**config.mk**
```make
export PLATFORM = sky130hd
export DESIGN_NAME = scg_table
export DESIGN_NICKNAME = d
export VERILOG_FILES = /design/src/sv/scg_pkg.sv /design/src/sv/scg_table.sv
export SDC_FILE = /design/constraint.sdc
export NUM_CORES = 2
export LEC_CHECK = 0
export BUFFER_PORTS_ARGS = -buffer_cell sky130_fd_sc_hd__buf_4
export CAP_MARGIN = 20
export CORE_ASPECT_RATIO = 1.5
export CORE_MARGIN = 10
export CORE_UTILIZATION = 27
export CTS_CLUSTER_SIZE = 14
export DETAILED_ROUTE_END_ITERATION = 8
export PLACE_DENSITY_LB_ADDON = 0.1
export SETUP_SLACK_MARGIN = 0.4
export SLEW_MARGIN = 10
export SYNTH_ARGS = -nofsm -noshare
export SYNTH_HDL_FRONTEND = slang
export SYNTH_SLANG_ARGS = --single-unit
```
**constraint.sdc**
```tcl
create_clock -name clk -period 15 [get_ports clk]
set_clock_uncertainty 0.05 [all_clocks]
set_input_delay 2.25 -clock clk [delete_from_list [all_inputs] [get_ports clk]]
set_output_delay 2.25 -clock clk [all_outputs]
set_load 0.1 [all_outputs]
```
**src/sv/scg_pkg.sv**
```systemverilog
`timescale 1ns / 1ps

package scg_pkg;

	localparam int MAX_CLUSTERS = 16;
	localparam int IDX_W        = $clog2(MAX_CLUSTERS);
	localparam int CNT_W        = $clog2(MAX_CLUSTERS + 1);
	localparam int FRAC_BITS    = 10;
	localparam int POS_W        = 20;
	localparam int MEAN_W       = POS_W + FRAC_BITS;
	localparam int DIFF_W       = MEAN_W + 1;
	localparam int SQ_W         = 2 * DIFF_W;
	localparam int ROOT_W       = DIFF_W;
	localparam int RAD_W        = 19;
	localparam int OBS_W        = 16;
	localparam int WIN_W        = 16;
	localparam int TIME_W       = 32;
	localparam int CFG_IDX_W    = 3;
	localparam int CFG_DATA_W   = 32;

	localparam logic [MEAN_W-1:0] DEV_MAX = {MEAN_W{1'b1}};
	localparam logic [OBS_W-1:0]  OBS_MAX = {OBS_W{1'b1}};

	typedef enum logic [1:0] {
		F_FRAME_START = 2'd0,
		F_OBSERVE     = 2'd1,
		F_CLEAR       = 2'd2,
		F_FRAME_END   = 2'd3
	} func_t;

	typedef enum logic [1:0] {
		V_PASS     = 2'd0,
		V_SUPPRESS = 2'd1,
		V_ACK      = 2'd2
	} verdict_t;

	typedef enum logic [CFG_IDX_W-1:0] {
		CFG_GATE_ENABLE   = 3'd0,
		CFG_MATCH_RADIUS  = 3'd1,
		CFG_STATIC_RADIUS = 3'd2,
		CFG_MIN_COUNT     = 3'd3,
		CFG_MIN_DWELL     = 3'd4,
		CFG_FORGET        = 3'd5,
		CFG_WINDOW_LEN    = 3'd6
	} cfg_idx_t;

	typedef enum logic [4:0] {
		ST_IDLE,
		ST_FS_RD,
		ST_FS_CHK,
		ST_FE_RD,
		ST_FE_CHK,
		ST_OB_RD,
		ST_OB_DIFF,
		ST_OB_SQX,
		ST_OB_SQY,
		ST_OB_ROOTGO,
		ST_OB_ROOT,
		ST_OB_END,
		ST_UP_RD,
		ST_UP_PREP,
		ST_UP_LAUNCH,
		ST_UP_DIV,
		ST_UP_WR,
		ST_DONE
	} state_t;

	typedef struct packed {
		logic signed [MEAN_W-1:0] mean_x;
		logic signed [MEAN_W-1:0] mean_y;
		logic [MEAN_W-1:0]        mean_dev;
		logic [OBS_W-1:0]         obs_count;
		logic [TIME_W-1:0]        first_time;
		logic [TIME_W-1:0]        last_time;
	} entry_t;

	typedef struct packed {
		logic             en;
		logic [IDX_W-1:0] addr;
		entry_t           data;
	} tbl_wr_t;

	// Time since t, clamped at zero when the clock has gone backwards.
	function automatic logic [TIME_W-1:0] elapsed(input logic [TIME_W-1:0] now,
	                                              input logic [TIME_W-1:0] t);
		return (now >= t) ? (now - t) : '0;
	endfunction

	function automatic logic entry_is_still(input entry_t e,
	                                        input logic [OBS_W-1:0] min_count,
	                                        input logic [RAD_W-1:0] static_radius,
	                                        input logic [TIME_W-1:0] min_dwell,
	                                        input logic [TIME_W-1:0] now);
		logic [MEAN_W-1:0] rad_scaled;
		rad_scaled = MEAN_W'({static_radius, {FRAC_BITS{1'b0}}});
		return (e.obs_count >= min_count) && (e.mean_dev <= rad_scaled) &&
		       (elapsed(now, e.first_time) >= min_dwell);
	endfunction

endpackage

```
**src/sv/scg_table.sv**
```systemverilog
`timescale 1ns / 1ps

module scg_table import scg_pkg::*; (
	input  logic             clk,
	input  tbl_wr_t          wr,
	input  logic [IDX_W-1:0] raddr,
	output entry_t           rdata
);

	entry_t mem [MAX_CLUSTERS];
	entry_t rdata_q;

	always_ff @(posedge clk) begin
		if (wr.en) begin
			mem[wr.addr] <= wr.data;
		end
		rdata_q <= mem[raddr];
	end

	assign rdata = rdata_q;

endmodule

```
# Word level (Yosys, flattened, before mapping)
# Memories as Yosys holds them, arrays and structs flattened. A register that Yosys moved wholly into a read port is not among the register bits.
# Cells that the tools add are included.
[op_classes] add_sub_neg=0 multipliers=0 div=0 n_lt_le_gt_ge=0 eq_ne=0 shift=0 n_mux=2 bitwise_logic=0 n_reduce_logical=0
[ops] cell="$mux 1" count=2
[totals] reg_bits=0 latchBits=0 ramBits=2720 romBits=0 out_inout_bits=170 wordCells=3 memories=1
[mem_list] name="mem" words=16 width=170 rd=1 rd_clocked_by_memory_dff=1 write_ports=1 line="scg_table.sv:10" text="entry_t mem [MAX_CLUSTERS];"

# Logic depth before layout (Yosys ltp)
[logic_depth] word_depth=2 depth_mapped=8 depth_no_buf=3

# Worst setup path before layout
# OpenSTA, ideal clock, no wires.
[synth_path] path_kind="in2reg" start="input wr[172] in the netlist's numbering" end="memory mem[0][0] in the netlist's numbering (enable)" arrival_time_ns=14.219 t_required_ns=14.040 setup_slack_ns=-0.179 cell_stages=2 n_path_buf=0 path_cell_list="or3b_2 > nor3_1"
[synth_lines] item="start: declaration" line="scg_table.sv:5" text="input tbl_wr_t wr,"
[synth_lines] item="end: declaration" line="scg_table.sv:10"
# Straight into the memory's write port.

==> flow_metrics.env <==
export IMPL_status="finished, final reports clean"
export IMPL_rsz0062_at_grt="false"
export IMPL_grt_start_max_net_pins=112
export IMPL_synthesized_instance_count=4438
export IMPL_instances_no_fill=10340
export IMPL_finalCritPeriodShare_pct=34.85
export IMPL_core_um2=389900
export IMPL_drt_first_iter_violations=3340
export IMPL_cp_data_required_time_ns=15.72
export IMPL_count_of_boundary_i_o_pins=350
export IMPL_detail_route_vias_per_cell=4.699
export IMPL_final_setup_tns_ns=0
export IMPL_design_die_area_um2=417100
export IMPL_cp_common_cell="sky130_fd_sc_hd__buf_4"
export IMPL_die_height_um=786.0
export IMPL_initial_utilization_pct=27.09
export IMPL_dp_final_hpwl_um=160000
export IMPL_ir_drop_uv=91.07
export IMPL_critPathCaptureType="flop"
export IMPL_yosys_warnings=0
export IMPL_post_cts_setup_buffer_count=0
export IMPL_most_common_library_cell_in_the_layout_ignoring_fill_and_taps="sky130_fd_sc_hd__edfxtp_1"
export IMPL_areal_power_density_over_the_cells_nw_per_um2=145.9
export IMPL_seq_area_um2=85080
export IMPL_synthesis_area_um2=105600
export IMPL_critPathMaxStageDelay_ns=0.83
export IMPL_port_buffers=349
export IMPL_cp_num_buf_inv=4
export IMPL_crit_path_max_fanout=79
export IMPL_area_growth_pct=18.26
export IMPL_tightest_slew_ns=1.120
export IMPL_ys_seq_elements=2890
export IMPL_footprint_of_the_multi_input_gates_um2=19370
export IMPL_first_pass_grt_wire_length_um=433800
export IMPL_die_width_um=530.7
export IMPL_grt_antenna_before_repair=79
export IMPL_clkTransAtPathRegs_ns=0.06
export IMPL_synthesis_area_per_instance_um2=23.80
export IMPL_ys_types=27
export IMPL_numCtsBuffers=311
export IMPL_drt_first_pass_iters=5
export IMPL_avgRoutedWirePerCell_um=30.22
export IMPL_finalNetCount=5158
export IMPL_final_min_clock_period_ns=5.228
export IMPL_timing_hold_violations_final=0
export IMPL_arrival_ns=5.95
export IMPL_cts_path_max_buffers=4
export IMPL_cts_hold_fix_buffers=0
export IMPL_grtUsageTotal_pct=14.65
export IMPL_floorplan_rows=281
export IMPL_filler_cell_count=36920
export IMPL_maxSlewViolCount=0
export IMPL_criticalPathCategory="in2reg"
export IMPL_synthArstFlopShare_pct=0
export IMPL_net_count_after_synthesis=4618
export IMPL_setup_violations_final=0
export IMPL_max_cap_viol_count=0
export IMPL_antenna_violating_nets_post_route=0
export IMPL_p_leak_nw=39.36
export IMPL_route_detailed_drc=0
export IMPL_clk_insertion_delay_late_ns=0.90
export IMPL_placed_cells=9759
export IMPL_synth_top_flop_cell="sky130_fd_sc_hd__edfxtp_1"
export IMPL_slew_limit_headroom_pct=25.34
export IMPL_clk_sinks=2890
export IMPL_yosysTopAreaCellShare_pct=77.34
export IMPL_preCtsSetupSlack_ns=8.664
export IMPL_drt_total_wl_um=312500
export IMPL_clock_tree_htree_level_count=5
export IMPL_grt_pass1_vias=53570
export IMPL_cts_root_buf="sky130_fd_sc_hd__clkbuf_16"
export IMPL_crit_family="buffers and inverters"
export IMPL_netlist_top_cells_area="sky130_fd_sc_hd__edfxtp_1, sky130_fd_sc_hd__mux4_2, sky130_fd_sc_hd__dfxtp_1, sky130_fd_sc_hd__a22oi_1, sky130_fd_sc_hd__mux2_2"
export IMPL_routed_via_count=48600
export IMPL_drive_above_1_share_pct=31.91
export IMPL_max_freq_mhz=191.3
export IMPL_synth_edff_count=2720
export IMPL_timing_hold_ws_ns=0.6038
export IMPL_netlist_top_cell_by_area="sky130_fd_sc_hd__edfxtp_1"
export IMPL_final_setup_worst_slack_ns=9.772
export IMPL_worst_hold_path_type="reg2reg"
export IMPL_timing_critical_path_cells="buf_8, buf_12, buf_4, buf_4, mux4_2, a22oi_1, nand2_1"
export IMPL_most_common_layout_cells="sky130_fd_sc_hd__edfxtp_1, sky130_fd_sc_hd__mux4_2, sky130_fd_sc_hd__buf_4, sky130_fd_sc_hd__clkbuf_16, sky130_fd_sc_hd__a22oi_1"
export IMPL_start_kind="input pin"
export IMPL_timing_critical_path_slowest_stage_cell="sky130_fd_sc_hd__buf_4"
export IMPL_post_cts_resized_instances=0
export IMPL_grt_overflow_total=0
export IMPL_cts_tree="done"
export IMPL_synth_yosys_seq_area_share_pct=80.56
export IMPL_gp_routability_congestion=0.6683
metrics by stage:
step	total power (W)	utilization (%)	cell area, µm²
after floorplan	0.01009	-	105600
after global routing	0.01890	32.03	124900
after detailed placement	0.01058	29.38	114500
final	0.01822	32.03	124900
after CTS	0.01856	32.02	124900
after global placement	0.01058	29.38	114500
kinds of logic after synthesis:
| family | count (synthesis) | synth area share (%) |
|---|---|---|
| flip-flops | 2890 | 80.56 |
| multiplexers | 743 | 14.70 |
| AO/OA/AOI/OAI | 359 | 2.562 |
| buffers and inverters | 237 | 1.284 |
| AND/OR/NAND/NOR | 209 | 0.8933 |
per-layer routing:
layer / track usage (%) / up-vias / routed length (µm)
li1: - / 20060 / -
met1: 19.56 / 26960 / 136900
met2: 24.54 / 1052 / 152800
met3: 3.137 / 465 / 16160
met4: 3.287 / 54 / 6356
met5: 0 / - / 322
final cells by class:
cell class	count	area share, %
Multi-Input combinational cell	1311	15.51
Clock buffer	427	6.989
Clock inverter	139	1.272
Sequential cell	2890	68.12
Antenna cell	17	0.03406
Timing Repair Buffer	464	2.977
Tap cell	5094	5.103
final timing paths:
path,from,endpoint,slack [ns],depth (start not counted)
max reg2reg,mem[9][64]$_DFFE_PP_,rdata[64]$_DFF_P_,13.28,3
min,mem[14][137]$_DFFE_PP_,rdata[137]$_DFF_P_,0.60,3
max,raddr[0],rdata[4]$_DFF_P_,9.77,7
min reg2reg,mem[14][137]$_DFFE_PP_,rdata[137]$_DFF_P_,0.60,3
registers in the layout, summed over array words and instances (netlist names):
register  cells
mem        2720
rdata       170
synthesized netlist by cell type (20+ instances only):
master                     number
sky130_fd_sc_hd__mux2i_1       28
sky130_fd_sc_hd__mux4_2       639
sky130_fd_sc_hd__clkbuf_1      85
sky130_fd_sc_hd__a22oi_1      293
sky130_fd_sc_hd__edfxtp_1    2720
sky130_fd_sc_hd__buf_4         22
sky130_fd_sc_hd__nor2b_1       31
sky130_fd_sc_hd__mux2_2        76
sky130_fd_sc_hd__nand2_1      131
sky130_fd_sc_hd__dfxtp_1      170
sky130_fd_sc_hd__o221ai_1      25
sky130_fd_sc_hd__buf_2         85
sky130_fd_sc_hd__buf_6         37
sky130_fd_sc_hd__nand2b_1      20
worst register-to-register path, cell delays in order, from the launching register on:
cell	delay [ns]
sky130_fd_sc_hd__edfxtp_1	0.42
sky130_fd_sc_hd__mux4_2	0.47
sky130_fd_sc_hd__a22oi_1	0.20
sky130_fd_sc_hd__nand2_1	0.32
power breakdown:
| part | total, W | internal, W | switching (W) |
|---|---|---|---|
| clock | 0.00786 | 0.00458 | 0.00327 |
| sequential | 0.00911 | 0.00903 | 0.0000881 |
| combinational | 0.00125 | 0.000360 | 0.000889 |
| total | 0.0182 | 0.0140 | 0.00425 |
No activity file was read; power rests on OpenSTA's default activity.
