<file path="src/sv/scg_pkg.sv">
`timescale 1ns / 1ps

package scg_pkg;

	localparam int MAX_CLUSTERS = 16;
	localparam int IDX_W        = $clog2(MAX_CLUSTERS);
	localparam int CNT_W        = $clog2(MAX_CLUSTERS + 1);
	localparam int FRAC_BITS    = 10;
	localparam int POS_W        = 20;
	localparam int MEAN_W       = POS_W + FRAC_BITS;
	localparam int DIFF_W       = MEAN_W + 1;
	localparam int SQ_W         = 2 * DIFF_W;
	localparam int ROOT_W       = DIFF_W;
	localparam int RAD_W        = 19;
	localparam int OBS_W        = 16;
	localparam int WIN_W        = 16;
	localparam int TIME_W       = 32;
	localparam int CFG_IDX_W    = 3;
	localparam int CFG_DATA_W   = 32;

	localparam logic [MEAN_W-1:0] DEV_MAX = {MEAN_W{1'b1}};
	localparam logic [OBS_W-1:0]  OBS_MAX = {OBS_W{1'b1}};

	typedef enum logic [1:0] {
		F_FRAME_START = 2'd0,
		F_OBSERVE     = 2'd1,
		F_CLEAR       = 2'd2,
		F_FRAME_END   = 2'd3
	} func_t;

	typedef enum logic [1:0] {
		V_PASS     = 2'd0,
		V_SUPPRESS = 2'd1,
		V_ACK      = 2'd2
	} verdict_t;

	typedef enum logic [CFG_IDX_W-1:0] {
		CFG_GATE_ENABLE   = 3'd0,
		CFG_MATCH_RADIUS  = 3'd1,
		CFG_STATIC_RADIUS = 3'd2,
		CFG_MIN_COUNT     = 3'd3,
		CFG_MIN_DWELL     = 3'd4,
		CFG_FORGET        = 3'd5,
		CFG_WINDOW_LEN    = 3'd6
	} cfg_idx_t;

	typedef enum logic [4:0] {
		ST_IDLE,
		ST_FS_RD,
		ST_FS_CHK,
		ST_FE_RD,
		ST_FE_CHK,
		ST_OB_RD,
		ST_OB_DIFF,
		ST_OB_SQX,
		ST_OB_SQY,
		ST_OB_ROOTGO,
		ST_OB_ROOT,
		ST_OB_END,
		ST_UP_RD,
		ST_UP_PREP,
		ST_UP_LAUNCH,
		ST_UP_DIV,
		ST_UP_WR,
		ST_DONE
	} state_t;

	typedef struct packed {
		logic signed [MEAN_W-1:0] mean_x;
		logic signed [MEAN_W-1:0] mean_y;
		logic [MEAN_W-1:0]        mean_dev;
		logic [OBS_W-1:0]         obs_count;
		logic [TIME_W-1:0]        first_time;
		logic [TIME_W-1:0]        last_time;
	} entry_t;

	typedef struct packed {
		logic             en;
		logic [IDX_W-1:0] addr;
		entry_t           data;
	} tbl_wr_t;

	// Time since t, clamped at zero when the clock has gone backwards.
	function automatic logic [TIME_W-1:0] elapsed(input logic [TIME_W-1:0] now,
	                                              input logic [TIME_W-1:0] t);
		return (now >= t) ? (now - t) : '0;
	endfunction

	function automatic logic entry_is_still(input entry_t e,
	                                        input logic [OBS_W-1:0] min_count,
	                                        input logic [RAD_W-1:0] static_radius,
	                                        input logic [TIME_W-1:0] min_dwell,
	                                        input logic [TIME_W-1:0] now);
		logic [MEAN_W-1:0] rad_scaled;
		rad_scaled = MEAN_W'({static_radius, {FRAC_BITS{1'b0}}});
		return (e.obs_count >= min_count) && (e.mean_dev <= rad_scaled) &&
		       (elapsed(now, e.first_time) >= min_dwell);
	endfunction

endpackage

</file>
<file path="src/sv/scg_isqrt.sv">
`timescale 1ns / 1ps

module scg_isqrt import scg_pkg::*; (
	input  logic              clk,
	input  logic              arst_n,
	input  logic              start,
	input  logic [SQ_W-1:0]   operand,
	output logic [ROOT_W-1:0] root,
	output logic              done
);

	localparam int TOP_BIT = ((SQ_W - 1) / 2) * 2;

	logic            busy_q;
	logic            done_q;
	logic [SQ_W-1:0] n_q;
	logic [SQ_W-1:0] r_q;
	logic [SQ_W-1:0] bit_q;
	logic [SQ_W:0]   trial;
	logic            take;

	// One result bit per cycle, classic digit-by-digit root.
	assign trial = {1'b0, r_q} + {1'b0, bit_q};
	assign take  = {1'b0, n_q} >= trial;

	always_ff @(posedge clk or negedge arst_n) begin
		if (!arst_n) begin
			busy_q <= 1'b0;
			done_q <= 1'b0;
		end else begin
			done_q <= 1'b0;
			if (start) begin
				busy_q <= 1'b1;
			end else if (busy_q && bit_q[0]) begin
				busy_q <= 1'b0;
				done_q <= 1'b1;
			end
		end
	end

	always_ff @(posedge clk) begin
		if (start) begin
			n_q   <= operand;
			r_q   <= '0;
			bit_q <= SQ_W'(1) << TOP_BIT;
		end else if (busy_q) begin
			if (take) begin
				n_q <= n_q - trial[SQ_W-1:0];
				r_q <= (r_q >> 1) + bit_q;
			end else begin
				r_q <= r_q >> 1;
			end
			bit_q <= bit_q >> 2;
		end
	end

	assign root = r_q[ROOT_W-1:0];
	assign done = done_q;

endmodule

</file>
<file path="config.mk">
export PLATFORM = sky130hd
export DESIGN_NAME = scg_isqrt
export DESIGN_NICKNAME = d
export VERILOG_FILES = /design/src/sv/scg_pkg.sv /design/src/sv/scg_isqrt.sv
export SDC_FILE = /design/constraint.sdc
export NUM_CORES = 1
export LEC_CHECK = 0
export ABC_AREA = 1
export BUFFER_PORTS_ARGS = -buffer_cell sky130_fd_sc_hd__buf_2
export CAP_MARGIN = 5
export CORE_MARGIN = 3
export CORE_UTILIZATION = 55
export CTS_CLUSTER_DIAMETER = 40
export CTS_CLUSTER_SIZE = 12
export DETAILED_ROUTE_END_ITERATION = 6
export MAX_ROUTING_LAYER = met4
export PLACE_DENSITY = 0.83
export SLEW_MARGIN = 20
export SYNTH_ARGS = -nofsm -noshare
export SYNTH_HDL_FRONTEND = slang
export SYNTH_SLANG_ARGS = --single-unit
</file>
<file path="constraint.sdc">
create_clock -name clk -period 13.7 [get_ports clk]
set_clock_uncertainty 0.15 [all_clocks]
set_input_delay 0.685 -clock clk [delete_from_list [all_inputs] [get_ports clk]]
set_output_delay 0.685 -clock clk [all_outputs]
set_load 0.02 [all_outputs]
</file>
# --- After elaboration in Yosys (flattened, before gate mapping) ---
# Cells that the tools add are included.
word_totals:
  out_inout_bits: 32
  input_bits: 65
  elab_cells: 22
  reg_bits: 157
op_classes:
  reduce_logical: 5
  add_sub_neg: 3
  mux: 8
  order_cmp: 1
ops:
  columns: ["cell", "n"]
  rows:
  - ["$mux W62", 4]
  - ["$add A62 B61 Y63", 1]
  - ["$ge A62 B63 Y1", 1]
  - ["$add A61 B61 Y62", 1]
  - ["$sub A62 B62 Y62", 1]
  - ["$reduce_bool A2 Y1", 3]
  - ["$mux W1", 4]
  - ["$reduce_and A2 Y1", 1]
  - ["$logic_and A1 B1 Y1", 1]

# --- Longest topological paths before layout ---
# Gate-level depths: netlist (run 1).
logic_depth:
  ltp_word: 5
  mapped_depth: 36

# --- Least setup slack after synthesis (run 1) ---
# No wires, ideal clock.
synth_timing:
  kind: "register to register"
  from: "register r_q[2]"
  to: "register n_q[0] (enable)"
  setup_ns: 0.421
  stages_incl_launch_ff: 28
  t_required_ns: 13.129
  slack_ns: 8.016
  t_arrival_ns: 5.113
  synth_period_minus_slack_ns: 5.684
  cell_sequence: "dfxtp_1 ha_1 nand3_1 nand2_1 a21oi_1 o21ai_0 a21o_1 nand2_1 nand2_1 a21oi_1 o21ai_0 nand2_1 nand3_1 nand2_1 ha_1 nand2_1 nor2_1 inv_1 nor2_1 inv_1 nor3_1 nand3_1 nand3_2 nand3_4 nand2_4 buf_2 nand2_1 nand2_1"
synth_via:
  elab_chain_len: 4
synth_rtl:
  columns: ["element", "line", "source"]
  rows:
  - ["start: declaration", "scg_isqrt.sv:17", "logic [SQ_W-1:0] r_q;"]
  - ["start signal: assignment", "scg_isqrt.sv:49", "r_q <= (r_q >> 1) + bit_q;"]
  - ["start signal: assignment", "scg_isqrt.sv:51", "r_q <= r_q >> 1;"]
  - ["$add A62 B61 Y63", "scg_isqrt.sv:23", "assign trial = {1'b0, r_q} + {1'b0, bit_q};"]
  - ["$ge A62 B63 Y1", "scg_isqrt.sv:24", "assign take = {1'b0, n_q} >= trial;"]
  - ["$reduce_bool A2 Y1 (no source line)", null, null]
  - ["$reduce_and A2 Y1 (no source line)", null, null]
  - ["end signal: assignment", "scg_isqrt.sv:43", "n_q <= operand;"]
  - ["end signal: assignment", "scg_isqrt.sv:48", "n_q <= n_q - trial[SQ_W-1:0];"]
  - ["end: declaration", "scg_isqrt.sv:16", "logic [SQ_W-1:0] n_q;"]
# No other way between the ends.
# A chain may end at the register's enable or synchronous reset.

# --- Worst setup path after layout (run 1) ---
layout_timing:
  from: "register r_q[6]"
  to: "register n_q[45] (enable)"
# The elaborated chain is that of the path after synthesis.

==> flow_metrics.env, run 1 <==
export IMPL_leakage_nw=8.32
export IMPL_dieHeight_um=185
export IMPL_p_sw_share_pct=54.3
export IMPL_final_antenna_net_count=0
export IMPL_crit_path_end_kind="flop"
export IMPL_cts_tree="done"
export IMPL_cts_resized=0
export IMPL_grt_max_degree=89
export IMPL_worst_path_max_fanout=63
export IMPL_post_dp_hpwl_um=51200
export IMPL_clockBufferDepth=2
export IMPL_ir_drop_mv=0.157
export IMPL_initial_core_util_pct=56.8
export IMPL_syn_inst=2924
export IMPL_cts_buffers_inserted=17
export IMPL_final_period_utilization_pct=52.3
export IMPL_cap_violations=0
export IMPL_cp_start_kind="flop"
export IMPL_die_w_um=185
export IMPL_criticalPathCategory="flop to flop"
export IMPL_synthesis_nets=3116
export IMPL_synth_main_ff_cell="dfxtp_1"
export IMPL_fp_coreArea_um2=31100
export IMPL_drt_iter0_drc=2274
export IMPL_io_pins=97
export IMPL_crit_required_ns=13.63
export IMPL_gr_total_overflow=0
export IMPL_seq_power_share_pct=21.9
export IMPL_area_delta_synth_final_pct=6.00
export IMPL_worst_ep_arrival_time_ns=7.10
export IMPL_r2r_cells=24
export IMPL_cts_sinks=157
export IMPL_n_antenna_cell=0
export IMPL_reg2reg_to="n_q[45]"
export IMPL_synth_seq_area_share_pct=21.4
export IMPL_htreeDepth=4
export IMPL_combPwrFrac_pct=66.1
export IMPL_cts_root_buf="clkbuf_16"
export IMPL_switchingPower_mw=2.15
export IMPL_rows=64
export IMPL_die_area_um2=34300
export IMPL_antenna_found_initial=0
export IMPL_worstMarginPinSlew_ns=1.02
export IMPL_setup_viol=0
export IMPL_grt_first_pass_wirelength_um=100000
export IMPL_intPower_mw=1.81
export IMPL_syn_area_per_cell_um2=6.04
export IMPL_status="finished clean"
export IMPL_wl_per_cell_um=19.3
export IMPL_fin_setup_tns_ns=0
export IMPL_vias_per_cell=5.96
export IMPL_layout_drive_gt1_share_pct=6.46
export IMPL_hp_start="bit_q[0]"
export IMPL_syn_cell_area_um2=17600
export IMPL_synth_ff_latch_count=157
export IMPL_synth_enable_flop_cells=62
export IMPL_clk_latency_ns=0.46
export IMPL_rrSetupSlack_ns=6.54
export IMPL_max_freq_mhz=140
export IMPL_fillers=3113
export IMPL_hold_class="flop to flop"
export IMPL_slew_violations=0
export IMPL_power_density_nw_per_um2=212
export IMPL_grt_pass1_vias=18700
export IMPL_rsz0062_at_grt="false"
export IMPL_final_hold_viol_count=0
export IMPL_r2r_start="r_q[6]"
export IMPL_synth_async_reset_ratio_pct=1.27
export IMPL_drtPass1Iterations=6
export IMPL_track_usage_pct=38.6
export IMPL_total_power_mw=3.96
export IMPL_num_nets_final=3137
export IMPL_drt_wl_total_um=64700
export IMPL_yosys_warnings=0
export IMPL_min_path_cells=2
export IMPL_path_clk_slew_ns=0.07
export IMPL_num_vias=20000
export IMPL_drc=0
export IMPL_fin_crit_ns=7.16
export IMPL_portBuffers=96
export IMPL_min_to="done"
export IMPL_gp_congestion=1.05
export IMPL_ys_types=50
export IMPL_p_clk_share_pct=12.0
export IMPL_timing_slew_headroom_pct=31.2
[flip-flops by register name (all words and copies together) (netlist names)]
signal  cells
bit_q      31
r_q        62
n_q        62
busy_q      1
done        1
[cells in the final DEF (no fill, tap or decap), types with 6 or more instances in the layout]
| master | instances |
|---|---|
| clkbuf_16 | 17 |
| buf_2 | 95 |
| o21ai_1 | 23 |
| xor2_1 | 75 |
| o21bai_1 | 26 |
| a21oi_1 | 230 |
| dfxtp_1 | 93 |
| nand3_1 | 257 |
| a21o_1 | 22 |
| o21ai_0 | 200 |
| ha_1 | 126 |
| a31oi_1 | 14 |
| or2_2 | 32 |
| nor2_1 | 355 |
| xnor2_1 | 47 |
| nor3_1 | 23 |
| nand4_1 | 30 |
| a21boi_0 | 10 |
| a221oi_1 | 8 |
| buf_4 | 8 |
| edfxtp_1 | 62 |
| inv_2 | 6 |
| nand2_1 | 746 |
| inv_1 | 374 |
| nor4_1 | 9 |
| o21a_1 | 8 |
[cell families (layout without fill, tap and decap cells)]
group | count (synthesis) | in the layout | synth area share [%]
DFF | 157 | 157 | 21.4
and+or+nand+nor | 1475 | 1475 | 34.9
adders and majority gates | 127 | 127 | 9.05
buffers and inverters | 482 | 516 | 11.2
xor gates and xnor gates | 122 | 122 | 6.05
AOI/OAI and AO/OA | 561 | 561 | 17.4
[power groups by stage]
stage	combinational (mW)	sequential, mW	clock [mW]
floorplan	1.91	0.793	0
global placement	2.49	0.860	0
detailed placement	2.53	0.865	0
CTS	2.55	0.856	0.478
global route	2.89	0.878	0.493
finish	2.62	0.868	0.474
[cell type report]
type	instances	area [µm²]	area share (%)
Tap cell	396	495	2.65
Inverter	380	1430	7.62
Multi-Input combinational cell	2285	11900	63.7
Timing Repair Buffer	104	546	2.92
Clock buffer	19	453	2.42
Sequential cell	157	3770	20.2
Clock inverter	13	104	0.555
[cells in the mapped netlist (10+ instances only)]
cell	count	share of area, %
buf_2	13	0.37
or2_2	32	1.1
xnor2_1	47	2.3
nand3_1	257	7.3
nor3_1	23	0.65
nand4_1	30	1.1
o21ai_0	200	5.7
clkbuf_1	45	0.96
a21boi_0	10	0.43
dfxtp_1	93	11
nor2_1	355	7.6
buf_4	32	1.4
edfxtp_1	62	11
a21oi_1	230	6.5
o21ai_1	23	0.65
a31oi_1	14	0.50
nand2_1	747	16
ha_1	126	8.9
o21bai_1	26	1.1
xor2_1	75	3.7
inv_1	375	8.0
a21o_1	22	0.94
[critical path, stage by stage (launching register included)]
cell,delay (ns)
dfxtp_1,0.55
ha_1,0.35
nand2_1,0.09
inv_1,0.05
nand3_1,0.08
nor2_1,0.05
nand2_1,0.07
nand3_2,0.13
a21boi_0,0.52
o21ai_0,0.29
a21oi_1,0.25
o21ai_0,0.16
xnor2_1,0.20
ha_1,0.41
nand2_1,0.10
nor2_1,0.11
inv_1,0.08
nor3_1,0.23
nand3_1,0.14
nand3_2,0.17
nand3_4,0.64
nand2_4,0.95
nand2_1,0.14
nand2_2,0.09
buf_4,0.70
[through the flow]
step	area (µm²)	std cells	hold slack, ns	util (%)	worst slack [ns]
global placement	18100	3321	0.315	58.4	6.88
CTS	18700	3354	0.330	60.2	6.68
global route	18700	3354	0.351	60.2	6.01
detailed placement	18100	3321	0.326	58.4	6.72
finish	18700	3354	0.339	60.2	6.54
floorplan	17600	2924	0.239	-	8.02
[repair_timing]
action | in CTS | in global routing
hold endpoints to repair | 2 | 0
buffers inserted | 0 | 0
hold buffers | 1 | 0
[worst max path at each step]
stage / slack [ns] / to / depth (start not counted) / from
floorplan: 8.02 / n_q[0] / 27 / r_q[2]
global placement: 6.88 / n_q[52] / 25 / bit_q[0]
detailed placement: 6.72 / n_q[53] / 24 / r_q[6]
CTS: 6.68 / n_q[43] / 24 / r_q[6]
global route: 6.01 / n_q[43] / 27 / r_q[2]
finish: 6.54 / n_q[45] / 24 / r_q[6]
[routing by layer]
| layer | global-route usage (%) | vias up | share of wire, % |
|---|---|---|---|
| met5 | - | - | 0 |
| met2 | 61.7 | 1086 | 46 |
| met3 | 4.81 | 152 | 9.1 |
| li1 | - | 9626 | - |
| met4 | 14.0 | 0 | 3.8 |
| met1 | 50.2 | 9123 | 41 |
Power figures use the tool's default switching activity.
==> run 2, diff against run 1 <==
--- a/config.mk
+++ b/config.mk
@@ -14,7 +14,7 @@
 export CTS_CLUSTER_SIZE = 12
 export DETAILED_ROUTE_END_ITERATION = 6
 export MAX_ROUTING_LAYER = met4
-export PLACE_DENSITY = 0.83
+export PLACE_DENSITY = 0.86
 export SLEW_MARGIN = 20
 export SYNTH_ARGS = -nofsm -noshare
 export SYNTH_HDL_FRONTEND = slang
==> constraint.sdc (replaced) <==
create_clock -name clk -period 5.89 [get_ports clk]
set_clock_uncertainty 0.15 [all_clocks]
set_input_delay 0.2945 -clock clk [delete_from_list [all_inputs] [get_ports clk]]
set_output_delay 0.2945 -clock clk [all_outputs]
set_load 0.02 [all_outputs]
==> run 2 against run 1 <==
Net effect: clock power increased to 2.6 times the previous value; register-to-register slack got worse by 6.2 ns; sequential share of layout area decreased by 0.75 points; routed wire length increased by 4.8%; flip-flop and latch count unchanged; clock-buffer cell count increased by 4; global-route usage increased by 1.8 points; via count increased by 2.6%; worst setup slack got worse by 6.2 ns; largest power group unchanged; combinational power increased by 140%; utilization increased by 2.3 points; largest cell class unchanged; power increased by 140%.
==> flow_metrics.env, run 2 (synthesized netlist as in run 1, its figures left out) <==
export IMPL_drt_iter0_drc=2648
export IMPL_biggestRegsByFlops="n_q: 62 flops, r_q: 62 flops, bit_q: 31 flops"
export IMPL_rows=64
export IMPL_antenna_found_initial=1
export IMPL_max_freq_mhz=179
export IMPL_status="finished clean"
export IMPL_cts_root_buf="clkbuf_16"
export IMPL_gr_total_overflow=0
export IMPL_vias_per_cell=6.00
export IMPL_cts_sinks=157
export IMPL_drtPass1Iterations=7
export IMPL_grt_first_pass_wirelength_um=105000
export IMPL_cpPeakStageDelay_ns=0.53
export IMPL_slew_violations=0
export IMPL_place_area_um2=18200
export IMPL_grt_max_degree=92
export IMPL_drt_wl_total_um=67800
export IMPL_wl_per_cell_um=19.8
export IMPL_final_antenna_net_count=0
export IMPL_fin_crit_ns=5.59
export IMPL_htreeDepth=4
export IMPL_num_vias=20500
export IMPL_area_delta_synth_final_pct=10.1
export IMPL_die_w_um=185
export IMPL_fp_coreArea_um2=31100
export IMPL_crit_required_ns=5.86
export IMPL_power_density_nw_per_um2=489
export IMPL_worstMarginPinSlew_ns=1.02
export IMPL_crit_path_end_kind="flop"
export IMPL_path_clk_slew_ns=0.08
export IMPL_final_common_cell="nand2_1"
export IMPL_ir_drop_mv=0.394
export IMPL_fillers=2998
export IMPL_total_power_mw=9.50
export IMPL_rrSetupSlack_ns=0.30
export IMPL_io_pins=97
export IMPL_final_period_utilization_pct=94.8
export IMPL_timing_slew_headroom_pct=31.8
export IMPL_cts_tree="done"
export IMPL_worst_ep_arrival_time_ns=5.56
export IMPL_grt_pass1_vias=19600
export IMPL_initial_core_util_pct=56.8
export IMPL_clk_latency_ns=0.46
export IMPL_gp_congestion=1.06
export IMPL_portBuffers=96
export IMPL_fin_area_um2=19400
export IMPL_hold_class="input pin to flop"
export IMPL_fin_setup_tns_ns=0
export IMPL_final_hold_viol_count=0
export IMPL_clockBufferDepth=2
export IMPL_post_dp_hpwl_um=52000
export IMPL_criticalPathCategory="flop to flop"
export IMPL_track_usage_pct=40.4
export IMPL_cp_start_kind="flop"
export IMPL_rsz0062_at_grt="false"
export IMPL_cap_violations=0
export IMPL_layout_drive_gt1_share_pct=6.62
export IMPL_final_cell_mix="nand2_1, inv_1, nor2_1"
export IMPL_setup_viol=0
export IMPL_worst_path_max_fanout=47
export IMPL_critPathMostFrequentCell="nand2_1"
export IMPL_crit_slowest_cell="dfxtp_1"
export IMPL_drc=0
export IMPL_dieHeight_um=185
export IMPL_num_nets_final=3201
export IMPL_cts_buffers_inserted=17
export IMPL_die_area_um2=34300
export IMPL_post_cts_setup_buffers=0
export IMPL_leakage_nw=8.65
[run 2: repair_timing]
item                                   CTS  global route
setup endpoints to repair                0           125
hold buffers                            54             0
resized for setup                        0             5
endpoints found under the hold margin   54             0
[run 2: path summary, 6_finish.rpt]
check                                to  cells past startpoint   startpoint
worst max-delay path            n_q[29]                     27       r_q[4]
worst min-delay path            n_q[59]                      3  operand[59]
worst max register to register  n_q[29]                     27       r_q[4]
worst min register to register   r_q[0]                      2       r_q[0]
max in group asynchronous        busy_q                      3       arst_n
min in group asynchronous        busy_q                      3       arst_n
[run 2: report_power, final]
group | switching (mW) | internal, mW | leakage [nW]
Sequential | 0.360 | 1.62 | 1.43
Clock | 0.524 | 0.705 | 0.310
Combinational | 4.19 | 2.10 | 6.92
Total | 5.07 | 4.43 | 8.65
[run 2: critical path, delay by kind of cell (launching register included)]
family                   cells  cell delay (ns)
XOR/XNOR                     1             0.21
buffers and inverters        2             0.31
AND/OR/NAND/NOR             17             2.02
adder cells (fa/ha/maj)      2             0.74
AO/OA/AOI/OAI                5             1.21
flip-flops                   1             0.53
[run 2: per-layer routing]
layer  vias to the layer above  global-route usage [%]  wire length [µm]
met5                         -                       -                 0
met4                         0                    18.5              3580
met3                       209                    6.64              6370
met2                      1169                    63.2             30300
met1                      9390                    51.3             27500
li1                       9740                       -                 -
[run 2: per-stage QoR]
step	setup WS (ns)	hold slack, ns	cells	utilization [%]
finish	0.304	0.00982	3419	62.5
global route	0.00419	0.0102	3419	62.5
CTS	0.0706	0.00129	3418	62.5
detailed placement	0.102	-0.0582	3332	58.7
global placement	0.0688	-0.0626	3332	58.7
floorplan	0.206	-0.151	2924	-
[run 2: area by class of cell]
type,instances,area [µm²],area share [%]
well taps,396,495,2.55
clock buffers,23,510,2.63
repair buffers,168,1190,6.15
inverters,380,1430,7.34
clock inverters,9,119,0.612
diodes,1,2.50,0.0129
flip-flops and latches,157,3770,19.4
multi-input cells,2285,11900,61.3
