==> src/sv/scg_pkg.sv <==
`timescale 1ns / 1ps

package scg_pkg;

	localparam int MAX_CLUSTERS = 16;
	localparam int IDX_W        = $clog2(MAX_CLUSTERS);
	localparam int CNT_W        = $clog2(MAX_CLUSTERS + 1);
	localparam int FRAC_BITS    = 10;
	localparam int POS_W        = 20;
	localparam int MEAN_W       = POS_W + FRAC_BITS;
	localparam int DIFF_W       = MEAN_W + 1;
	localparam int SQ_W         = 2 * DIFF_W;
	localparam int ROOT_W       = DIFF_W;
	localparam int RAD_W        = 19;
	localparam int OBS_W        = 16;
	localparam int WIN_W        = 16;
	localparam int TIME_W       = 32;
	localparam int CFG_IDX_W    = 3;
	localparam int CFG_DATA_W   = 32;

	localparam logic [MEAN_W-1:0] DEV_MAX = {MEAN_W{1'b1}};
	localparam logic [OBS_W-1:0]  OBS_MAX = {OBS_W{1'b1}};

	typedef enum logic [1:0] {
		F_FRAME_START = 2'd0,
		F_OBSERVE     = 2'd1,
		F_CLEAR       = 2'd2,
		F_FRAME_END   = 2'd3
	} func_t;

	typedef enum logic [1:0] {
		V_PASS     = 2'd0,
		V_SUPPRESS = 2'd1,
		V_ACK      = 2'd2
	} verdict_t;

	typedef enum logic [CFG_IDX_W-1:0] {
		CFG_GATE_ENABLE   = 3'd0,
		CFG_MATCH_RADIUS  = 3'd1,
		CFG_STATIC_RADIUS = 3'd2,
		CFG_MIN_COUNT     = 3'd3,
		CFG_MIN_DWELL     = 3'd4,
		CFG_FORGET        = 3'd5,
		CFG_WINDOW_LEN    = 3'd6
	} cfg_idx_t;

	typedef enum logic [4:0] {
		ST_IDLE,
		ST_FS_RD,
		ST_FS_CHK,
		ST_FE_RD,
		ST_FE_CHK,
		ST_OB_RD,
		ST_OB_DIFF,
		ST_OB_SQX,
		ST_OB_SQY,
		ST_OB_ROOTGO,
		ST_OB_ROOT,
		ST_OB_END,
		ST_UP_RD,
		ST_UP_PREP,
		ST_UP_LAUNCH,
		ST_UP_DIV,
		ST_UP_WR,
		ST_DONE
	} state_t;

	typedef struct packed {
		logic signed [MEAN_W-1:0] mean_x;
		logic signed [MEAN_W-1:0] mean_y;
		logic [MEAN_W-1:0]        mean_dev;
		logic [OBS_W-1:0]         obs_count;
		logic [TIME_W-1:0]        first_time;
		logic [TIME_W-1:0]        last_time;
	} entry_t;

	typedef struct packed {
		logic             en;
		logic [IDX_W-1:0] addr;
		entry_t           data;
	} tbl_wr_t;

	// Time since t, clamped at zero when the clock has gone backwards.
	function automatic logic [TIME_W-1:0] elapsed(input logic [TIME_W-1:0] now,
	                                              input logic [TIME_W-1:0] t);
		return (now >= t) ? (now - t) : '0;
	endfunction

	function automatic logic entry_is_still(input entry_t e,
	                                        input logic [OBS_W-1:0] min_count,
	                                        input logic [RAD_W-1:0] static_radius,
	                                        input logic [TIME_W-1:0] min_dwell,
	                                        input logic [TIME_W-1:0] now);
		logic [MEAN_W-1:0] rad_scaled;
		rad_scaled = MEAN_W'({static_radius, {FRAC_BITS{1'b0}}});
		return (e.obs_count >= min_count) && (e.mean_dev <= rad_scaled) &&
		       (elapsed(now, e.first_time) >= min_dwell);
	endfunction

endpackage

==> src/sv/scg_div.sv <==
`timescale 1ns / 1ps

module scg_div import scg_pkg::*; (
	input  logic                     clk,
	input  logic                     arst_n,
	input  logic                     start,
	input  logic signed [DIFF_W-1:0] dividend,
	input  logic [WIN_W-1:0]         divisor,
	output logic signed [DIFF_W-1:0] quotient,
	output logic                     done
);

	localparam int STEP_W = $clog2(DIFF_W);

	logic              busy_q;
	logic              done_q;
	logic [STEP_W-1:0] cnt_q;
	logic [WIN_W-1:0]  rem_q;
	logic [DIFF_W-1:0] quo_q;
	logic [WIN_W-1:0]  dvs_q;
	logic              neg_q;
	logic [WIN_W:0]    rem_sh;
	logic [WIN_W:0]    rem_sub;
	logic              ge;

	// Restoring division on the magnitude, truncating toward zero.
	assign rem_sh  = {rem_q, quo_q[DIFF_W-1]};
	assign rem_sub = rem_sh - {1'b0, dvs_q};
	assign ge      = rem_sh >= {1'b0, dvs_q};

	always_ff @(posedge clk or negedge arst_n) begin
		if (!arst_n) begin
			busy_q <= 1'b0;
			done_q <= 1'b0;
		end else begin
			done_q <= 1'b0;
			if (start) begin
				busy_q <= 1'b1;
			end else if (busy_q && (cnt_q == '0)) begin
				busy_q <= 1'b0;
				done_q <= 1'b1;
			end
		end
	end

	always_ff @(posedge clk) begin
		if (start) begin
			neg_q <= dividend[DIFF_W-1];
			quo_q <= dividend[DIFF_W-1] ? DIFF_W'(-dividend) : DIFF_W'(dividend);
			rem_q <= '0;
			dvs_q <= divisor;
			cnt_q <= STEP_W'(DIFF_W - 1);
		end else if (busy_q) begin
			rem_q <= ge ? rem_sub[WIN_W-1:0] : rem_sh[WIN_W-1:0];
			quo_q <= {quo_q[DIFF_W-2:0], ge};
			cnt_q <= cnt_q - 1'b1;
		end
	end

	assign quotient = neg_q ? -$signed(quo_q) : $signed(quo_q);
	assign done     = done_q;

endmodule

==> config.mk <==
export PLATFORM = sky130hd
export DESIGN_NAME = scg_div
export DESIGN_NICKNAME = d
export VERILOG_FILES = /design/src/sv/scg_pkg.sv /design/src/sv/scg_div.sv
export SDC_FILE = /design/constraint.sdc
export NUM_CORES = 1
export LEC_CHECK = 0
export ABC_CLOCK_PERIOD_IN_PS = 3200
export BUFFER_PORTS_ARGS = -buffer_cell sky130_fd_sc_hd__buf_2
export CAP_MARGIN = 20
export CORE_ASPECT_RATIO = 0.5
export CORE_MARGIN = 10
export CORE_UTILIZATION = 57
export DETAILED_ROUTE_END_ITERATION = 7
export HOLD_SLACK_MARGIN = 0.06
export PLACE_DENSITY = 0.86
export SLEW_MARGIN = 20
export SYNTH_ARGS = -nofsm -noshare
export SYNTH_HDL_FRONTEND = slang
export SYNTH_SLANG_ARGS = --single-unit
==> constraint.sdc <==
create_clock -name clk -period 3.2 [get_ports clk]
set_clock_uncertainty 0.05 [all_clocks]
set_input_delay 0.16 -clock clk [delete_from_list [all_inputs] [get_ports clk]]
set_output_delay 0.16 -clock clk [all_outputs]
set_load 0.1 [all_outputs]
---- After elaboration in Yosys (flattened, before gate mapping) ----
Index checks and enable logic that the tools add are counted.
word-level totals
  flip-flop bits (word level) ............. 71
  bits in latches ......................... 0
  RAM bits ................................ 0
  bits in read-only memories .............. 0
  input port bits ......................... 50
  logic and storage cells ................. 25
  memories kept ........................... 0
operators by class
  $add $sub $neg .......................... 4
  $mul .................................... 0
  divide/modulo/power cells ............... 0
  $lt $le $gt $ge ......................... 1
  eq/ne operators ......................... 0
  shift operators ......................... 0
  multiplexer cells ....................... 9
  bitwise logic cells ..................... 0
  reductions and logical operators ........ 4
operators by type and width
  cell                                                                 number
  31-bit 2-to-1 mux                                                    4
  31-bit negator                                                       2
  17-bit by 16-bit greater-or-equal comparator with 1-bit output       1
  16-bit 2-to-1 mux                                                    1
  16-bit subtractor                                                    1
  5-bit zero test                                                      1
  5-bit by 1-bit subtractor with 5-bit output (second input constant)  1
  1-bit 2-to-1 mux                                                     4
  2-bit nonzero test                                                   2
  1-bit logical AND                                                    1

---- Longest topological paths before layout ----
Gate-level depths: netlist (run 1).
  word-level depth ........................ 4
  depth in mapped cells ................... 11
  mapped depth without buffers ............ 10

---- Least setup slack after synthesis (run 1) ----
OpenSTA, ideal clock, no wires.
  path kind ............................... register -> output
  start point ............................. register quo_q[20]
  end point ............................... output port quotient[30]
  arrival time ............................ 3.244 ns
  required time ........................... 2.990 ns
  setup slack ............................. -0.254 ns
  stages on the path, launching flop included .. 7
  buffers on the path ..................... 0
  path through ............................ edfxtp_1 or4_4 or3_4 or3_4 or4_4 o41ai_2 xnor2_1
on the way
  longest elaborated chain between the ends .. 2
RTL lines
  element                 line           RTL
  start, declared         scg_div.sv:19  logic [DIFF_W-1:0] quo_q;
  start signal, assigned  scg_div.sv:49  quo_q <= dividend[DIFF_W-1] ? DIFF_W'(-dividend) : DIFF_W'(dividend);
  start signal, assigned  scg_div.sv:55  quo_q <= {quo_q[DIFF_W-2:0], ge};
  31-bit negator          scg_div.sv:60  assign quotient = neg_q ? -$signed(quo_q) : $signed(quo_q);
  31-bit 2-to-1 mux       scg_div.sv:60
  end, declared           scg_div.sv:9   output logic signed [DIFF_W-1:0] quotient,
No other way between the ends.

---- Worst setup path in the final report (run 1) ----
Ends and elaborated chain as after synthesis.

==> out/metrics.yaml, run 1 <==
outcome: "finished, violations left"
failed_checks: "setup timing"
overflow: 0
die_y_um: 85.25
drv_cap: 0
final_layout_size_suffix_gt1_share_pct: 21.41
finalSetupViolations: 4
worst-r2r-cell-count: 10
clock_tree.root_cell: "sky130_fd_sc_hd__clkbuf_16"
vias: 4443
drt-vias-per-instance: 6.020
synth.avg_cell_area_sq_um: 9.262
synth_fp_nets: 594
globalRouteTotalUtil_pct: 20.29
post_synth_most_frequent_cells: "sky130_fd_sc_hd__nor2_1 (58), sky130_fd_sc_hd__edfxtp_1 (48), sky130_fd_sc_hd__a21oi_1 (44), sky130_fd_sc_hd__xnor2_1 (43), sky130_fd_sc_hd__nand2_1 (29)"
die_footprint_sq_mm: 0.01283
power_density_mw_per_mm2: 789.9
synth_most_common_cell: "sky130_fd_sc_hd__nor2_1"
synthTopCellsByArea: "sky130_fd_sc_hd__edfxtp_1 (30%), sky130_fd_sc_hd__dfxtp_1 (8.7%), sky130_fd_sc_hd__xnor2_1 (7.8%)"
core_area_sq_mm: 0.008144
synth.distinct_cells: 53
num_rows: 23
netlist.area_leader.share_pct: 29.70
clock_latency_ns: 0.34
grt_pass1_vias: 4478
ioPinCount: 82
fmaxAchievable_mhz: 299.3
grt_start_max_net_pins: 37
worstPathRequired_ns: 2.99
vdd_ir_drop_max_v: 0.0004266
setup_repair_after_global_routing_missed_its_margin: "true"
synth_enable_flop_cells: 48
worst-endpoint-arrival_ns: 3.13
timing.final.crit_period_ns: 3.341
worst_r2r_src: "dvs_q[8]"
postSynthRegisterBits: 71
antenna_found_initial: 0
timing.critical_path.to: "quotient[30]"
h_tree_depth: 3
fp.dieW_um: 150.5
cts_tree: "done"
setup.worst_path.class: "register to output pin"
dp_hpwl_mm: 8.584
drt_first_pass_iters: 7
rr_endpoint: "rem_q[15]"
crit_path_start_kind: "register"
cts_buffer_depth: 2
wl_per_instance_um: 18.10
report.final.hold_viol_count: 0
design_power_total_uw: 4862
portBuffers: 81
slew_worst_pin_ns: 1.095
yosysWarnings: 0
cts_inserted_buffers: 9
layout_setup_ws_ns: -0.1407
ant_nets: 0
power.leakage_uw: 0.002493
syn_area_sq_mm: 0.004853
yosys_most_used_dff: "sky130_fd_sc_hd__edfxtp_1"
postSynth.asyncResetShare_pct: 2.817
leading_area_contributor_after_synthesis: "sky130_fd_sc_hd__edfxtp_1"
insertedDiodeCount: 0
finish.net_count: 691
portion_of_the_post_synthesis_area_used_by_sequential_elements_pct: 39.39
critical_path_peak_fanout: 3
worstSetupEndpointType: "output pin"
grt_first_pass_wirelength_mm: 21.23
initial_utilization_pct: 59.59
first_iter_violations: 360
max_slew_margin_pct: 27.03
reg2reg_slack_ns: 0.20
route.detailed.drc: 0
crit_start: "quo_q[20]"
final.setup.tns_ns: -0.2495
hold_path_class: "input pin to async pin"
layout_worst_path_cycle_share_pct: 104.4
postRouteWirelength_mm: 13.36
syn-instance-count: 524
clock_sink_total: 71
finalWeightedCongestion: 0.8852
syn_to_final_growth_pct: 26.81
clkSlewWorstSetupHoldPaths_ns: 0.06
max_slew_violation_total_from_the_final_report: 0
[stage by stage]
step	instance area [sq um]	setup WS [ns]	utilization (%)	cells	hold WS (ns)
floorplan	4876	0.09070	-	524	-0.1856
global placement	5574	0.1538	68.44	702	-0.1051
detailed placement	5574	0.09092	68.44	702	-0.1039
CTS	6098	-0.09595	74.88	736	0.08660
global route	6155	-0.1975	75.57	738	0.08980
finish	6155	-0.1407	75.57	738	0.07110
[routing by layer]
metal  vias to the layer above  GRT usage [%]  part of all wire (%)
met5                         -              0                     0
met4                         0          9.386                   4.0
met3                        52          5.932                   6.6
met2                       215          36.72                    51
met1                      2071          21.40                    38
li1                       2105              -                     -
[how the worst min path moves through the flow]
stage / cells past startpoint / from / slack [ns] / endpoint
after floorplan: 0 / arst_n / -0.19 / busy_q
after global placement: 1 / arst_n / -0.11 / done
after detailed placement: 1 / arst_n / -0.10 / done
after CTS: 2 / arst_n / 0.09 / done
after global routing: 2 / arst_n / 0.09 / done
final: 2 / arst_n / 0.07 / done
[area by class of cell]
cell class | count | area, sq um
Clock buffer | 9 | 225.2
Clock inverter | 7 | 87.58
Inverter | 26 | 97.59
Sequential cell | 71 | 1912
Tap cell | 112 | 140.1
Multi-Input combinational cell | 402 | 2836
Fill cell | 494 | 1989
Timing Repair Buffer | 111 | 855.8
[report_power, final]
| group | switching, uW | internal [uW] | total, uW |
|---|---|---|---|
| registers | 179 | 1160 | 1340 |
| logic | 1570 | 874 | 2450 |
| clock network | 396 | 675 | 1070 |
[logic make-up (layout without fill, tap and decap cells)]
family / count (synthesis) / count (layout) / synth area share, %
muxes: 15 / 15 / 3.145
xor gates and xnor gates: 71 / 71 / 12.81
DFF: 71 / 71 / 39.39
and+or+nand+nor: 159 / 159 / 16.83
AOI/OAI and AO/OA: 137 / 137 / 18.38
buffers and inverters: 51 / 153 / 4.125
adders and majority gates: 20 / 20 / 5.311
[critical path, stage by stage, from the launching register on]
cell	delay (ns)
sky130_fd_sc_hd__edfxtp_1	0.39
sky130_fd_sc_hd__or4_4	0.56
sky130_fd_sc_hd__or3_4	0.35
sky130_fd_sc_hd__or3_4	0.34
sky130_fd_sc_hd__or4_4	0.49
sky130_fd_sc_hd__o41ai_4	0.27
sky130_fd_sc_hd__xnor2_2	0.18
sky130_fd_sc_hd__buf_12	0.20
[what timing repair did]
item,4_1_cts,5_1_grt
setup endpoints to repair,11,8
resized for setup,6,7
endpoints found under the hold margin,18,0
pin swaps,2,2
hold buffers,17,0
setup buffers,1,2
cloned,0,0
[registers in the layout, summed over array words and instances (netlist names)]
signal,count
done,1
busy_q,1
neg_q,1
dvs_q,16
cnt_q,5
quo_q,31
rem_q,16
[cells in the final DEF (no fill, tap or decap), types with 3 or more instances in the layout]
master | Yosys | routed
sky130_fd_sc_hd__or3_1 | 5 | 5
sky130_fd_sc_hd__a21oi_1 | 44 | 44
sky130_fd_sc_hd__nand2b_1 | 12 | 12
sky130_fd_sc_hd__buf_12 | 0 | 12
sky130_fd_sc_hd__a21o_1 | 5 | 5
sky130_fd_sc_hd__o41ai_1 | 7 | 6
sky130_fd_sc_hd__nor2b_1 | 4 | 4
sky130_fd_sc_hd__xnor2_2 | 0 | 3
sky130_fd_sc_hd__nand2_1 | 29 | 28
sky130_fd_sc_hd__ha_1 | 19 | 19
sky130_fd_sc_hd__mux2i_1 | 13 | 13
sky130_fd_sc_hd__nor4_1 | 5 | 3
sky130_fd_sc_hd__o21ai_0 | 28 | 27
sky130_fd_sc_hd__xor2_1 | 28 | 28
sky130_fd_sc_hd__buf_4 | 2 | 14
sky130_fd_sc_hd__edfxtp_1 | 48 | 48
sky130_fd_sc_hd__a211oi_1 | 12 | 12
sky130_fd_sc_hd__buf_2 | 1 | 68
sky130_fd_sc_hd__dfxtp_1 | 21 | 21
sky130_fd_sc_hd__nand3_1 | 10 | 9
sky130_fd_sc_hd__clkbuf_16 | 0 | 9
sky130_fd_sc_hd__or4_1 | 6 | 6
sky130_fd_sc_hd__nor3_1 | 10 | 10
sky130_fd_sc_hd__nor2_1 | 58 | 58
sky130_fd_sc_hd__and2_1 | 4 | 4
sky130_fd_sc_hd__dlygate4sd3_1 | 0 | 17
sky130_fd_sc_hd__inv_1 | 26 | 26
sky130_fd_sc_hd__xnor2_1 | 43 | 40
sky130_fd_sc_hd__or4_4 | 4 | 4
sky130_fd_sc_hd__or3_4 | 3 | 3
sky130_fd_sc_hd__o31ai_1 | 23 | 22
(Power assumes the default switching activity.)
==> run 2: changes to the inputs <==
--- a/config.mk
+++ b/config.mk
@@ -10,10 +10,10 @@
 export CAP_MARGIN = 20
 export CORE_ASPECT_RATIO = 0.5
 export CORE_MARGIN = 10
-export CORE_UTILIZATION = 57
+export CORE_UTILIZATION = 30
 export DETAILED_ROUTE_END_ITERATION = 7
 export HOLD_SLACK_MARGIN = 0.06
-export PLACE_DENSITY = 0.86
+export PLACE_DENSITY = 0.53
 export SLEW_MARGIN = 20
 export SYNTH_ARGS = -nofsm -noshare
 export SYNTH_HDL_FRONTEND = slang
==> out/metrics.yaml, run 2 (synthesis gave the netlist of run 1 again) <==
drt_first_pass_iters: 4  # -3
syn_to_final_growth_pct: 29.83
initial_utilization_pct: 31.08  # -29 points
drv_cap: 0  # unchanged
globalRouteTotalUtil_pct: 11.87  # -8.4 points
slew_worst_pin_ns: 1.119  # +0.02459 ns
die_y_um: 109.9  # +29%
clock_latency_ns: 0.33  # about the same
layout_worst_path_cycle_share_pct: 102.7  # -1.7 points
postRouteWirelength_mm: 12.45  # -6.8%
cts_tree: "done"
path_cells: "or4_4 -> or3_4 -> or3_4 -> or4_4 -> buf_4 -> o21ai_4 -> xnor2_2 -> buf_12"
drt-vias-per-instance: 4.966  # -18%
cts_inserted_buffers: 9  # unchanged
finish.net_count: 696  # +0.72%
final.hold.worst_slack_ns: 0.08584  # +0.01474 ns
layout_common_cells: "sky130_fd_sc_hd__buf_2 (66), sky130_fd_sc_hd__nor2_1 (58), sky130_fd_sc_hd__edfxtp_1 (48), sky130_fd_sc_hd__a21oi_1 (44), sky130_fd_sc_hd__xnor2_1 (40)"
postPlaceCellArea_sq_mm: 0.005749  # +3.1%
route.detailed.drc: 0  # unchanged
clock_tree.root_cell: "sky130_fd_sc_hd__clkbuf_16"
first_iter_violations: 180  # -50%
finalWeightedCongestion: 0.8358  # -5.6%
ioPinCount: 82  # unchanged
portBuffers: 81  # unchanged
post_route_design_area_sq_mm: 0.006301  # +2.4%
num_rows: 32  # +39%
top_register: "quo_q"
hold_path_class: "input pin to async pin"
clkSlewWorstSetupHoldPaths_ns: 0.06  # about the same
timing.final.crit_period_ns: 3.287  # -0.05363 ns
max_slew_margin_pct: 25.39  # -1.6 points
worstPathRequired_ns: 2.99  # about the same
grt_first_pass_wirelength_mm: 21.12  # -0.52%
failed_checks: "setup timing"
worst-endpoint-arrival_ns: 3.08  # -0.05 ns
worstSetupEndpointType: "output pin"
vias: 4147  # -6.7%
h_tree_depth: 3  # unchanged
power.leakage_uw: 0.002519  # +1.0%
crit_path_start_kind: "register"
vdd_ir_drop_max_v: 0.0002996  # -30%
antenna_found_initial: 0  # unchanged
layout_setup_ws_ns: -0.08703  # +0.05363 ns
finalSetupViolations: 3  # -1
grt_start_max_net_pins: 63  # +70%
dp.cells: 798  # +14%
die_footprint_sq_mm: 0.02197  # +71%
final_layout_size_suffix_gt1_share_pct: 21.71  # +0.31 points
setup_repair_after_global_routing_missed_its_margin: "true"
report.final.hold_viol_count: 0  # unchanged
setup.worst_path.class: "register to output pin"
wl_per_instance_um: 14.90  # -18%
outcome: "finished, violations left"
max_slew_violation_total_from_the_final_report: 0  # unchanged
timing.critical_path.slowest_cell_delay_ns: 0.55  # about the same
critPathSlowestCell: "sky130_fd_sc_hd__or4_4"
grt_pass1_vias: 4243  # -5.2%
fmaxAchievable_mhz: 304.2  # +1.6%
power_density_mw_per_mm2: 740.2  # -6.3%
ant_nets: 0  # unchanged
cts_buffer_depth: 2  # unchanged
final_cell_count_no_fill: 835  # +13%
insertedDiodeCount: 0  # unchanged
layout_top_registers: "quo_q (31), dvs_q (16), rem_q (16)"
most_common_library_cell_in_the_layout_ignoring_fill_and_taps: "sky130_fd_sc_hd__buf_2"
clock_sink_total: 71  # unchanged
critical_path_peak_fanout: 3  # unchanged
largest_reg_flops: 31  # unchanged
overflow: 0  # unchanged
dp_hpwl_mm: 9.325  # +8.6%
fp.dieW_um: 199.9  # +33%
core_area_sq_mm: 0.01562  # +92%
run 2: cell count changes in the layout (fill, tap and decap cells not counted), moves of 2 or more:
cell and delta:
sky130_fd_sc_hd__buf_4 +4, sky130_fd_sc_hd__clkbuf_8 +4, sky130_fd_sc_hd__clkbuf_1 +3, sky130_fd_sc_hd__buf_12 +2, sky130_fd_sc_hd__buf_2 -2, sky130_fd_sc_hd__bufinv_16 -2, sky130_fd_sc_hd__clkinv_1 -2, sky130_fd_sc_hd__clkinvlp_4 -2
run 2: final cells by class:
class / instances / area, sq um
Tap cell: 204 / 255.2
Sequential cell: 71 / 1912
Fill cell: 1583 / 9314
Clock buffer: 16 / 291.5
Multi-Input combinational cell: 402 / 2821
Inverter: 26 / 97.59
Timing Repair Buffer: 116 / 923.4
run 2: final timing paths:
path / startpoint / endpoint / slack (ns) / depth (start not counted)
max: quo_q[20] / quotient[28] / -0.09 / 8
min: arst_n / done / 0.09 / 2
max reg2reg: dvs_q[8] / rem_q[5] / 0.39 / 10
min reg2reg: cnt_q[4] / done / 0.41 / 1
max in group asynchronous: arst_n / busy_q / 2.92 / 2
min in group clk: dividend[0] / quo_q[0] / 0.17 / 3
run 2: report_power, final:
group	switching (uW)	total, uW	internal (uW)
combinational	1500	2370	872
clock	364	975	611
sequential	159	1320	1160
total	2020	4660	2650
run 2: stage by stage:
step                      utilization, %  TNS (ns)  worst slack (ns)  power (uW)
after CTS                          40.08   -0.2196          -0.09233        4710
after floorplan                        -         0           0.09070        3114
after global placement             36.82         0            0.1352        3663
after detailed placement           36.82         0            0.1216        3684
after global routing               40.35   -0.6177           -0.1848        4965
final                              40.35   -0.1975          -0.08703        4664
run 2: timing repair:
item	in CTS	in global routing
endpoints found under the setup margin	3	14
hold endpoints to repair	18	0
gates cloned	0	0
hold buffers	17	0
pin swaps	3	3
setup buffers	3	1
resized for setup	4	7
run 2: metal layers:
layer | up-vias | part of all wire [%] | track usage, %
li1 | 2110 | - | -
met1 | 1951 | 46 | 14.17
met2 | 69 | 48 | 20.38
met3 | 17 | 4.3 | 3.385
met4 | 0 | 1.5 | 3.918
met5 | - | 0 | 0
run 2: worst max-delay path, delay by kind of cell (launching register included):
kind	cells	cell delay (ns)
flops	1	0.38
xor+xnor	1	0.15
simple gates	4	1.70
compound gates	1	0.13
buf+inv	2	0.37
==> run 3: changes to the inputs <==
--- a/config.mk
+++ b/config.mk
@@ -14,6 +14,7 @@
 export DETAILED_ROUTE_END_ITERATION = 7
 export HOLD_SLACK_MARGIN = 0.06
 export PLACE_DENSITY = 0.53
+export SKIP_CTS_REPAIR_TIMING = 1
 export SLEW_MARGIN = 20
 export SYNTH_ARGS = -nofsm -noshare
 export SYNTH_HDL_FRONTEND = slang
==> constraint.sdc (replaced) <==
create_clock -name clk -period 3.2 [get_ports clk]
set_clock_uncertainty 0.05 [all_clocks]
set_input_delay 0.16 -clock clk [delete_from_list [all_inputs] [get_ports clk]]
set_output_delay 0.16 -clock clk [all_outputs]
set_load 0.05 [all_outputs]
==> out/metrics.yaml, run 3 (synthesis gave the netlist of run 1 again) <==
rr_endpoint: "rem_q[9]"
top_register: "quo_q"
portBuffers: 81  # unchanged
layout_setup_ws_ns: -0.1044  # -0.01735 ns
most_common_library_cell_in_the_layout_ignoring_fill_and_taps: "sky130_fd_sc_hd__buf_2"
worst_r2r_src: "dvs_q[8]"
clock_sink_total: 71  # unchanged
wl_per_instance_um: 15.10  # +1.3%
cts_inserted_buffers: 9  # unchanged
drv_cap: 0  # unchanged
finalSetupViolations: 3  # unchanged
initial_utilization_pct: 31.08  # unchanged
h_tree_depth: 3  # unchanged
clock_latency_ns: 0.33  # about the same
worstPathBufferInverterCount: 1  # -1
clock_tree.root_cell: "sky130_fd_sc_hd__clkbuf_16"
fp.dieW_um: 199.9  # unchanged
cpLargestDelayFamily: "simple AND/OR/NAND/NOR gates"
critical_path_peak_fanout: 4  # +1
core_area_sq_mm: 0.01562  # unchanged
crit_path_start_kind: "register"
layout_top_registers: "quo_q (31), dvs_q (16), rem_q (16)"
postPlaceCellArea_sq_mm: 0.005509  # -4.2%
slew_worst_pin_ns: 1.104  # -0.01478 ns
syn_to_final_growth_pct: 24.49
route.detailed.drc: 0  # unchanged
dp_hpwl_mm: 9.427  # +1.1%
worstPathRequired_ns: 2.99  # about the same
overflow: 0  # unchanged
drt-vias-per-instance: 4.898  # -1.4%
layout_worst_path_cycle_share_pct: 103.3  # +0.54 points
max_slew_margin_pct: 26.38  # +0.99 points
largest_reg_flops: 31  # unchanged
die_footprint_sq_mm: 0.02197  # unchanged
max_slew_violation_total_from_the_final_report: 0  # unchanged
first_iter_violations: 183  # +1.7%
ioPinCount: 82  # unchanged
grt_pass1_vias: 3945  # -7.0%
reg2reg_slack_ns: 0.37  # -0.02 ns
postRouteWirelength_mm: 12.57  # +0.98%
power_density_mw_per_mm2: 688.1  # -7.0%
setup.worst_path.class: "register to output pin"
report.final.hold_viol_count: 0  # unchanged
path_cells: "or4_4 -> or3_4 -> or3_4 -> or4_4 -> o41ai_4 -> xnor2_1 -> buf_4"
final_layout_size_suffix_gt1_share_pct: 21.50  # -0.21 points
power.leakage_uw: 0.002408  # -4.4%
worstSetupEndpointType: "output pin"
vdd_ir_drop_max_v: 0.0002712  # -9.5%
worst-endpoint-arrival_ns: 3.09  # about the same
ant_nets: 0  # unchanged
pre_cts_setup_slack_ns: 0.1110  # -0.01058 ns
setup_repair_after_global_routing_missed_its_margin: "true"
failed_checks: "setup timing"
timing.critical_path.slowest_cell_delay_ns: 0.55  # about the same
antenna_found_initial: 0  # unchanged
post_route_design_area_sq_mm: 0.006042  # -4.1%
num_rows: 32  # unchanged
timing.final.crit_period_ns: 3.304  # +0.01735 ns
drt_first_pass_iters: 4  # unchanged
insertedDiodeCount: 0  # unchanged
clkSlewWorstSetupHoldPaths_ns: 0.05  # about the same
cts_tree: "done"
cts_buffer_depth: 2  # unchanged
crit_start: "quo_q[20]"
fmaxAchievable_mhz: 302.6  # -0.52%
globalRouteTotalUtil_pct: 11.43  # -0.44 points
finalWeightedCongestion: 0.8033  # -3.9%
critPathSlowestCell: "sky130_fd_sc_hd__or4_4"
outcome: "finished, violations left"
die_y_um: 109.9  # unchanged
worst-r2r-cell-count: 10  # unchanged
grt_start_max_net_pins: 62  # -1.6%
vias: 4075  # -1.7%
finish.net_count: 693  # -0.43%
hold_path_class: "input pin to async pin"
grt_first_pass_wirelength_mm: 20.25  # -4.1%
layout_common_cells: "sky130_fd_sc_hd__buf_2 (76), sky130_fd_sc_hd__nor2_1 (58), sky130_fd_sc_hd__edfxtp_1 (48), sky130_fd_sc_hd__a21oi_1 (44), sky130_fd_sc_hd__xnor2_1 (43)"
[run 3: per-stage QoR]
step	setup TNS (ns)	instances	hold slack (ns)	util [%]	power (uW)
floorplan	0	524	-0.1856	-	2774
global placement	0	797	-0.09990	35.28	3221
detailed placement	0	797	-0.09824	35.28	3234
CTS	-0.7014	813	-0.4521	37.00	4168
global route	-0.5419	832	0.1082	38.69	4457
finish	-0.2230	832	0.09741	38.69	4158
[run 3: layer usage]
| layer | global-route usage (%) | part of all wire, % | up-vias |
|---|---|---|---|
| li1 | - | - | 2110 |
| met5 | 0 | 0 | - |
| met2 | 19.42 | 48 | 54 |
| met3 | 3.050 | 3.6 | 8 |
| met1 | 14.13 | 48 | 1903 |
| met4 | 3.167 | 1.1 | 0 |
[run 3: worst max path at each step]
stage,endpoint,slack [ns],cells past startpoint
final,quotient[30],-0.10,7
after CTS,quotient[30],-0.26,7
after detailed placement,quotient[30],0.11,7
after global placement,quotient[30],0.15,7
after floorplan,quotient[30],0.12,6
after global routing,quotient[30],-0.21,7
[run 3: layout make-up]
| class | count | area (sq um) |
|---|---|---|
| Clock buffer | 12 | 246.5 |
| Clock inverter | 4 | 22.52 |
| Fill cell | 1610 | 9573 |
| Inverter | 26 | 97.59 |
| Multi-Input combinational cell | 402 | 2808 |
| Sequential cell | 71 | 1912 |
| Tap cell | 204 | 255.2 |
| Timing Repair Buffer | 113 | 700.7 |
[run 3: report_power, final]
part	internal (uW)	switching, uW
clock network	542	369
logic	781	1140
registers	1160	165
total	2490	1670
